**config.mk**
```make
export PLATFORM = sky130hd
export DESIGN_NAME = vga_text_to_ansi_encoder_unit
export DESIGN_NICKNAME = d
export VERILOG_FILES = /design/src/rtl/core/vtae_pkg.sv /design/src/rtl/core/vtae_front.sv /design/src/rtl/core/vtae_queue.sv /design/src/rtl/core/vtae_back.sv /design/src/rtl/core/vga_text_to_ansi_encoder_unit.sv
export SDC_FILE = /design/constraint.sdc
export NUM_CORES = 1
export LEC_CHECK = 0
export BUFFER_PORTS_ARGS = -buffer_cell sky130_fd_sc_hd__buf_2
export CORE_MARGIN = 4
export CORE_UTILIZATION = 60
export DETAILED_ROUTE_END_ITERATION = 16
export GPL_TIMING_DRIVEN = 0
export MAX_ROUTING_LAYER = met4
export PLACE_DENSITY = 0.86
export SLEW_MARGIN = 20
export SYNTH_ARGS = -nofsm -noshare
export SYNTH_HDL_FRONTEND = slang
export SYNTH_SLANG_ARGS = --single-unit
export TNS_END_PERCENT = 10
```
**constraint.sdc**
```tcl
create_clock -name clk -period 3.8 [get_ports clk]
set_input_delay 0.19 -clock clk [delete_from_list [all_inputs] [get_ports clk]]
set_output_delay 0.19 -clock clk [all_outputs]
set_load 0.01 [all_outputs]
```
**src/rtl/core/vtae_pkg.sv**
```systemverilog
// ----------------------------------------------------------------------------
// vtae_pkg: shared types and constants of the VGA text to ANSI encoder
// Holds the cell descriptor that travels from the front end to the back end,
// the queue sizing, the line length and the byte codes of the escape sequences.
// ----------------------------------------------------------------------------
`default_nettype none

package vtae_pkg;

  // Cells on one terminal line before the line ending is sent.
  localparam int LINE_CELLS = 80;
  localparam int COL_W      = $clog2(LINE_CELLS);

  // Descriptor queue between front end and back end. The depth is a power
  // of two so that the pointers wrap on their own.
  localparam int QUEUE_DEPTH = 4;
  localparam int QPTR_W      = $clog2(QUEUE_DEPTH);
  localparam int QCNT_W      = $clog2(QUEUE_DEPTH + 1);

  // Byte codes.
  localparam logic [7:0] BYTE_ESC     = 8'h1B;
  localparam logic [7:0] BYTE_NEWLINE = 8'h0A;
  localparam logic [7:0] BYTE_LBRACK  = 8'h5B;
  localparam logic [7:0] BYTE_M       = 8'h6D;
  localparam logic [7:0] BYTE_ZERO    = 8'h30;
  localparam logic [7:0] BYTE_THREE   = 8'h33;
  localparam logic [7:0] BYTE_FOUR    = 8'h34;
  localparam logic [7:0] BYTE_NINE    = 8'h39;

  // ANSI color numbers for the sixteen VGA colors.
  localparam logic [7:0] ANSI_COLOUR [16] = '{
    8'd30, 8'd34, 8'd32, 8'd36, 8'd31, 8'd35, 8'd33, 8'd37,
    8'd90, 8'd94, 8'd92, 8'd96, 8'd91, 8'd95, 8'd93, 8'd97
  };

  // Attribute field widths.
  localparam int FG_W = 4;
  localparam int BG_W = 3;

  // One classified cell: which escapes it needs and whether it ends a line.
  typedef struct packed {
    logic [7:0]      ch;
    logic [FG_W-1:0] fg;
    logic [BG_W-1:0] bg;
    logic            fg_send;
    logic            bg_send;
    logic            eol;
  } vtae_desc_t;

  // ASCII ones digit of a color number. The low three bits of the index pick
  // the digit; the bright colors share the ones digit of the dark ones.
  function automatic logic [7:0] colour_ones(input logic [BG_W-1:0] idx);
    logic [7:0] code;
    code = ANSI_COLOUR[{1'b0, idx}];
    return code - 8'd30 + BYTE_ZERO;
  endfunction

endpackage

`default_nettype wire

```
**src/rtl/core/vtae_front.sv**
```systemverilog
// ----------------------------------------------------------------------------
// vtae_front: cell classifier
// Tracks the colours already sent and the column, and turns each accepted
// cell into a descriptor for the byte sequencer.
// ----------------------------------------------------------------------------
`default_nettype none

module vtae_front
  import vtae_pkg::*;
(
  input  wire logic             clk,
  input  wire logic             rst,
  input  wire logic             accept,
  input  wire logic [7:0]       char_code,
  input  wire logic [7:0]       attribute,
  input  wire logic             screen_start,
  output vtae_desc_t            desc
);

  logic [FG_W-1:0]  last_fg;
  logic [BG_W-1:0]  last_bg;
  logic             fg_known;
  logic             bg_known;
  logic [COL_W-1:0] column;

  logic [FG_W-1:0]  fg;
  logic [BG_W-1:0]  bg;
  logic             fk;
  logic             bk;
  logic [COL_W-1:0] col;
  logic [COL_W:0]   col_inc;
  logic             eol;

  always_comb begin
    fg      = attribute[3:0];
    bg      = attribute[6:4];
    fk      = fg_known & ~screen_start;
    bk      = bg_known & ~screen_start;
    col     = screen_start ? '0 : column;
    col_inc = {1'b0, col} + (COL_W+1)'(1);
    eol     = (col_inc >= (COL_W+1)'(LINE_CELLS));

    desc.ch      = char_code;
    desc.fg      = fg;
    desc.bg      = bg;
    desc.fg_send = ~fk | (fg != last_fg);
    desc.bg_send = ~bk | (bg != last_bg);
    desc.eol     = eol;
  end

  always_ff @(posedge clk) begin
    if (rst) begin
      last_fg  <= '0;
      last_bg  <= '0;
      fg_known <= 1'b0;
      bg_known <= 1'b0;
      column   <= '0;
    end else if (accept) begin
      last_fg  <= fg;
      last_bg  <= bg;
      // A line ending resets the terminal colors, so both are forgotten.
      fg_known <= ~eol;
      bg_known <= ~eol;
      column   <= eol ? '0 : col_inc[COL_W-1:0];
    end
  end

endmodule

`default_nettype wire

```
**src/rtl/core/vtae_queue.sv**
```systemverilog
// ----------------------------------------------------------------------------
// vtae_queue: descriptor queue
// A short first-in first-out queue of cell descriptors that decouples the
// classifier from the byte sequencer.
// ----------------------------------------------------------------------------
`default_nettype none

module vtae_queue
  import vtae_pkg::*;
(
  input  wire logic       clk,
  input  wire logic       rst,
  input  wire logic       wr_en,
  input  wire vtae_desc_t wr_desc,
  input  wire logic       rd_en,
  output vtae_desc_t      rd_desc,
  output logic            full,
  output logic            valid
);

  vtae_desc_t         entries [QUEUE_DEPTH];
  logic [QPTR_W-1:0]  wr_ptr;
  logic [QPTR_W-1:0]  rd_ptr;
  logic [QCNT_W-1:0]  count;

  assign full    = (count == QCNT_W'(QUEUE_DEPTH));
  assign valid   = (count != '0);
  assign rd_desc = entries[rd_ptr];

  always_ff @(posedge clk) begin
    if (wr_en) begin
      entries[wr_ptr] <= wr_desc;
    end
  end

  always_ff @(posedge clk) begin
    if (rst) begin
      wr_ptr <= '0;
      rd_ptr <= '0;
      count  <= '0;
    end else begin
      if (wr_en) begin
        wr_ptr <= wr_ptr + QPTR_W'(1);
      end
      if (rd_en) begin
        rd_ptr <= rd_ptr + QPTR_W'(1);
      end
      if (wr_en && !rd_en) begin
        count <= count + QCNT_W'(1);
      end else if (rd_en && !wr_en) begin
        count <= count - QCNT_W'(1);
      end
    end
  end

endmodule

`default_nettype wire

```
**src/rtl/core/vtae_back.sv**
```systemverilog
// ----------------------------------------------------------------------------
// vtae_back: byte sequencer
// Walks the queue's head descriptor one byte per cycle while the output
// register is free or being taken, through the foreground escape, background
// escape, character and line ending; the current byte stays in that register.
// ----------------------------------------------------------------------------
`default_nettype none

module vtae_back
  import vtae_pkg::*;
(
  input  wire logic       clk,
  input  wire logic       rst,
  input  wire vtae_desc_t head,
  input  wire logic       head_valid,
  output logic            head_pop,
  input  wire logic       pop,
  output logic            empty,
  output logic [7:0]      out_byte,
  output logic            last_of_run
);

  localparam logic [1:0] SEG_FG  = 2'd0;
  localparam logic [1:0] SEG_BG  = 2'd1;
  localparam logic [1:0] SEG_CHR = 2'd2;
  localparam logic [1:0] SEG_EOL = 2'd3;
  localparam logic [2:0] SUB_LAST = 3'd4;

  logic [1:0] seg;
  logic [2:0] sub;
  logic       mid;
  logic       out_valid;

  logic [1:0] seg_first;
  logic [1:0] seg_after;
  logic [1:0] cur_seg;
  logic [2:0] cur_sub;
  logic [7:0] byte_next;
  logic       is_last;
  logic       seg_end;
  logic       fire;

  always_comb begin
    if (head.fg_send) begin
      seg_first = SEG_FG;
    end else if (head.bg_send) begin
      seg_first = SEG_BG;
    end else begin
      seg_first = SEG_CHR;
    end

    cur_seg = mid ? seg : seg_first;
    cur_sub = mid ? sub : '0;

    case (cur_seg)
      SEG_FG:  seg_after = head.bg_send ? SEG_BG : SEG_CHR;
      SEG_BG:  seg_after = SEG_CHR;
      SEG_CHR: seg_after = SEG_EOL;
      default: seg_after = SEG_EOL;
    endcase

    byte_next = head.ch;
    case (cur_seg)
      SEG_FG: begin
        case (cur_sub)
          3'd0:    byte_next = BYTE_ESC;
          3'd1:    byte_next = BYTE_LBRACK;
          3'd2:    byte_next = head.fg[3] ? BYTE_NINE : BYTE_THREE;
          3'd3:    byte_next = colour_ones(head.fg[2:0]);
          default: byte_next = BYTE_M;
        endcase
      end
      SEG_BG: begin
        case (cur_sub)
          3'd0:    byte_next = BYTE_ESC;
          3'd1:    byte_next = BYTE_LBRACK;
          3'd2:    byte_next = BYTE_FOUR;
          3'd3:    byte_next = colour_ones(head.bg);
          default: byte_next = BYTE_M;
        endcase
      end
      SEG_CHR: byte_next = head.ch;
      default: begin
        case (cur_sub)
          3'd0:    byte_next = BYTE_ESC;
          3'd1:    byte_next = BYTE_LBRACK;
          3'd2:    byte_next = BYTE_ZERO;
          3'd3:    byte_next = BYTE_M;
          default: byte_next = BYTE_NEWLINE;
        endcase
      end
    endcase

    seg_end  = (cur_seg == SEG_CHR) || (cur_sub == SUB_LAST);
    is_last  = ((cur_seg == SEG_CHR) && !head.eol) ||
               ((cur_seg == SEG_EOL) && (cur_sub == SUB_LAST));
    fire     = head_valid && (!out_valid || pop);
    head_pop = fire && is_last;
  end

  assign empty = ~out_valid;

  always_ff @(posedge clk) begin
    if (rst) begin
      mid       <= 1'b0;
      out_valid <= 1'b0;
    end else begin
      if (fire) begin
        mid       <= ~is_last;
        out_valid <= 1'b1;
      end else if (pop) begin
        out_valid <= 1'b0;
      end
    end
  end

  always_ff @(posedge clk) begin
    if (fire) begin
      out_byte    <= byte_next;
      last_of_run <= is_last;
      seg         <= seg_end ? seg_after : cur_seg;
      sub         <= seg_end ? '0 : cur_sub + 3'd1;
    end
  end

endmodule

`default_nettype wire

```
**src/rtl/core/vga_text_to_ansi_encoder_unit.sv**
```systemverilog
// ----------------------------------------------------------------------------
// vga_text_to_ansi_encoder_unit: VGA text cell to ANSI terminal byte encoder
// Converts character/attribute cells into a terminal byte stream with SGR
// color escapes and a line ending after every line of cells.
// ----------------------------------------------------------------------------
// Each accepted cell produces a run of 1 to 16 bytes: an optional foreground
// escape (ESC [ 3x/9x m), an optional background escape (ESC [ 4x m), the
// character itself, and after the last cell of a line (80 cells) the sequence
// ESC [ 0 m followed by a newline. An escape is sent only when its color
// differs from the one last sent or when the color is unknown, which is the
// case after reset, after a line ending and on a cell marked screen_start.
// The final byte of each run carries last_of_run. The output side runs at
// one byte per cycle while each waiting byte is taken, and a cell holds the
// byte sequencer until the last byte of its run has moved into the output
// register. When the sequencer is free, a cell is written into the queue
// and its first byte then into the output register that drives the ports.
// The input side takes one cell per cycle until the four-entry descriptor
// queue between the classifier and the sequencer is full; a transaction on
// either side never waits on the other except through that queue. The
// result ports are driven from a register; while a byte waits there the
// sequencer holds, and the queue keeps taking cells until it fills.
// ----------------------------------------------------------------------------
`default_nettype none

module vga_text_to_ansi_encoder_unit
  import vtae_pkg::*;
(
  input  wire logic       clk,
  input  wire logic       rst,
  input  wire logic       push,
  output logic            full,
  input  wire logic [7:0] char_code,
  input  wire logic [7:0] attribute,
  input  wire logic       screen_start,
  output logic            empty,
  input  wire logic       pop,
  output logic [7:0]      out_byte,
  output logic            last_of_run
);

  vtae_desc_t new_desc;
  vtae_desc_t head_desc;
  logic       accept;
  logic       head_valid;
  logic       head_pop;

  // An input transaction completes when push meets a queue with room.
  assign accept = push & ~full;

  // Front end: keeps the color and column state and classifies the cell.
  vtae_front u_front (
    .clk          (clk),
    .rst          (rst),
    .accept       (accept),
    .char_code    (char_code),
    .attribute    (attribute),
    .screen_start (screen_start),
    .desc         (new_desc)
  );

  // Queue of classified cells.
  vtae_queue u_queue (
    .clk     (clk),
    .rst     (rst),
    .wr_en   (accept),
    .wr_desc (new_desc),
    .rd_en   (head_pop),
    .rd_desc (head_desc),
    .full    (full),
    .valid   (head_valid)
  );

  // Back end: emits the bytes of the head cell; the cell leaves the queue
  // when its last byte moves into the output register.
  vtae_back u_back (
    .clk         (clk),
    .rst         (rst),
    .head        (head_desc),
    .head_valid  (head_valid),
    .head_pop    (head_pop),
    .pop         (pop),
    .empty       (empty),
    .out_byte    (out_byte),
    .last_of_run (last_of_run)
  );

endmodule

`default_nettype wire

```
==> impl_metrics.json <==
{
  "status": "completed",
  "synth.area.top_cells": "edfxtp_1 50%, dfxtp_1 10%, mux4_2 6.1%",
  "cts_resized": 0,
  "hold_viol": 0,
  "yosysSeqAreaShare_pct": 60.3,
  "first_pass_iters": 5,
  "grt_use_total_pct": 21.6,
  "worst_slack_ns": 0.387,
  "pre_cts_slack_ns": 0.410,
  "antenna_found_initial": 0,
  "worst_clock_skew_ns": 0.0115,
  "cts_tree": "yes",
  "crit_path_max_fanout": 10,
  "fillers": 564,
  "required_ns": 4.11,
  "cts_root_buf": "clkbuf_8",
  "htreeDepth": 3,
  "power.leakage_nw": 1.96,
  "io_pins": 32,
  "design.core.area_um2": 8260,
  "ys_ff_latch": 112,
  "cts_made_buffers": 9,
  "final_cell_mix": "86 x edfxtp_1, 48 x nand2_1, 33 x buf_2",
  "synthArstFlopShare_pct": 0,
  "num_vias": 3338,
  "arrival_ns": 3.72,
  "clk_latency_ns": 0.38,
  "wl_per_cell_um": 18.3,
  "yosys_warnings": 0,
  "cap_viol_max_count": 0,
  "cts.reportedPaths.clkPinSlew_ns": 0.11,
  "fin_total_pwr_w": 0.00344,
  "hold_path.class": "in -> reg",
  "die_area_um2": 10100,
  "tightest_slew_ns": 0.985,
  "relSlewSlack_pct": 34.3,
  "layout_worst_path_cycle_share_pct": 89.8,
  "synth-edff-count": 86,
  "synth_flop_cell": "edfxtp_1",
  "post_cts_buffers": 0,
  "final_nets": 476,
  "critical_path_class": "reg -> reg",
  "rows": 33,
  "fmax_ghz": 0.293,
  "r2r_slack_ns": 0.39,
  "netlist_area_um2": 5140,
  "synthesis.nets": 435,
  "synth_top_area_share_pct": 50.2,
  "port_buffers": 29,
  "yosysTopAreaCell": "edfxtp_1",
  "grt_start_max_net_pins": 21,
  "drtAntennaViolNets": 0,
  "routed_wl_mm": 10.0,
  "drt-initial-drc-count": 282,
  "finalCriticalPeriod_ns": 3.41,
  "cts.sinks": 112,
  "dpl.hpwl_mm": 7.04,
  "worstSetupStartpointType": "register",
  "area_growth_pct": 9.27,
  "powerDensity_nw_per_um2": 612,
  "route.detailed.drc": 0,
  "syn_area_per_cell_um2": 13.0,
  "peakVddDrop_v": 0.000420,
  "setup_viol": 0,
  "gp_congestion": 0.959,
  "clk_path_buf_depth": 2,
  "cts_hold_buf": 0,
  "die_h_um": 101,
  "antenna_cells": 0,
  "finalSetupTns_ns": 0,
  "grt_first_pass_wirelength_mm": 16.5,
  "fp.dieW_um": 101,
  "worst_setup_path_end_kind": "register",
  "synth_cells": 396,
  "rsz0062_at_grt": "false",
  "start_util_pct": 62.3,
  "grt_overflow_total": 0,
  "vias_per_cell": 6.10,
  "drive_gt1_share_pct": 17.2,
  "first_global_vias": 3246,
  "synthDistinctLibCells": 59,
  "final_common_cell": "edfxtp_1",
  "drv_slew": 0
}
## per-stage QoR
stage	area (µm²)	hold WS [ns]	std cells	utilization (%)
6_report	5620	0.0207	547	68.0
5_1_grt	5620	0.0102	547	68.0
4_1_cts	5620	0.00822	547	68.0
3_5_place_dp	5430	0.413	531	65.8
3_3_place_gp	5420	0.400	530	65.6
2_1_floorplan	5140	0.289	396	-
## registers in the layout (all words and copies together), names as in the netlist, named ones only
register / count
u_queue.wr_ptr: 2
u_back.out_byte: 8
u_front.column: 7
u_front.last_bg: 3
u_queue.count: 3
u_back.mid: 1
u_queue.rd_ptr: 2
u_front.last_fg: 4
u_back.sub: 3
u_back.last_of_run: 1
u_back.seg: 2
u_back.out_valid: 1
u_front.fg_known: 1
u_queue.entries: 72
## cell usage after synthesis, types with 5 or more instances
library cell / number
edfxtp_1: 86
nand2_1: 48
dfxtp_1: 26
a21oi_1: 20
inv_1: 18
ha_1: 17
nor2_1: 17
mux4_2: 14
nand3_1: 14
clkbuf_1: 13
o21ai_0: 11
nor2b_1: 9
nor3_1: 9
xor2_1: 7
a31oi_1: 6
and2_1: 5
## per-layer routing
layer / track usage [%] / part of all wire, %
met3: 3.32 / 6.0
met5: - / 0
met4: 6.53 / 1.3
met2: 34.8 / 51
met1: 28.6 / 42
## cells by family after synthesis
| kind of cell | after synthesis | synth area share (%) |
|---|---|---|
| buffers and inverters | 38 | 3.02 |
| AOI/OAI and AO/OA | 68 | 8.88 |
| muxes | 24 | 9.42 |
| xor gates and xnor gates | 11 | 1.87 |
| DFF | 112 | 60.3 |
| adders and majority gates | 18 | 4.53 |
| and+or+nand+nor | 125 | 11.9 |
## worst paths after layout
path / depth (start not counted) / start / endpoint
worst max-delay path: 15 / u_back.mid$_SDFFE_PP0P_ / u_queue.count[2]$_SDFFE_PP0P_
worst min register to register: 2 / u_front.last_bg[2]$_SDFFE_PP0P_ / u_front.last_bg[2]$_SDFFE_PP0P_
worst max register to register: 15 / u_back.mid$_SDFFE_PP0P_ / u_queue.count[2]$_SDFFE_PP0P_
worst min-delay path: 1 / char_code[7] / u_queue.entries[0][17]$_DFFE_PP_
## critical path, cell delays in order (launching register included)
cell and delay (ns):
dfxtp_1 0.36, buf_2 0.21, buf_1 0.42, nand2_1 0.19, ha_1 0.33, nand3_1 0.09, o21ai_1 0.08, a22oi_2 0.22
nor3b_2 0.11, inv_1 0.08, ha_1 0.17, inv_1 0.06, fa_1 0.39, xor2_1 0.18, or3_1 0.31, a21oi_1 0.14
## cell type report
class	instances	area (µm²)	share of cell area, %
flip-flops and latches	112	3100	55.2
repair buffers	30	156	2.78
well taps	105	131	2.34
clock inverters	7	61.3	1.09
plain buffers	19	83.8	1.49
multi-input cells	246	1890	33.6
clock buffers	9	124	2.20
inverters	19	71.3	1.27
## power breakdown
group / internal [W] / switching, W / total (W)
Sequential: 0.00159 / 0.0000852 / 0.00167
Combinational: 0.000425 / 0.000674 / 0.00110
Clock: 0.000251 / 0.000418 / 0.000669
Total: 0.00226 / 0.00118 / 0.00344
No activity file was read; power rests on OpenSTA's default activity.
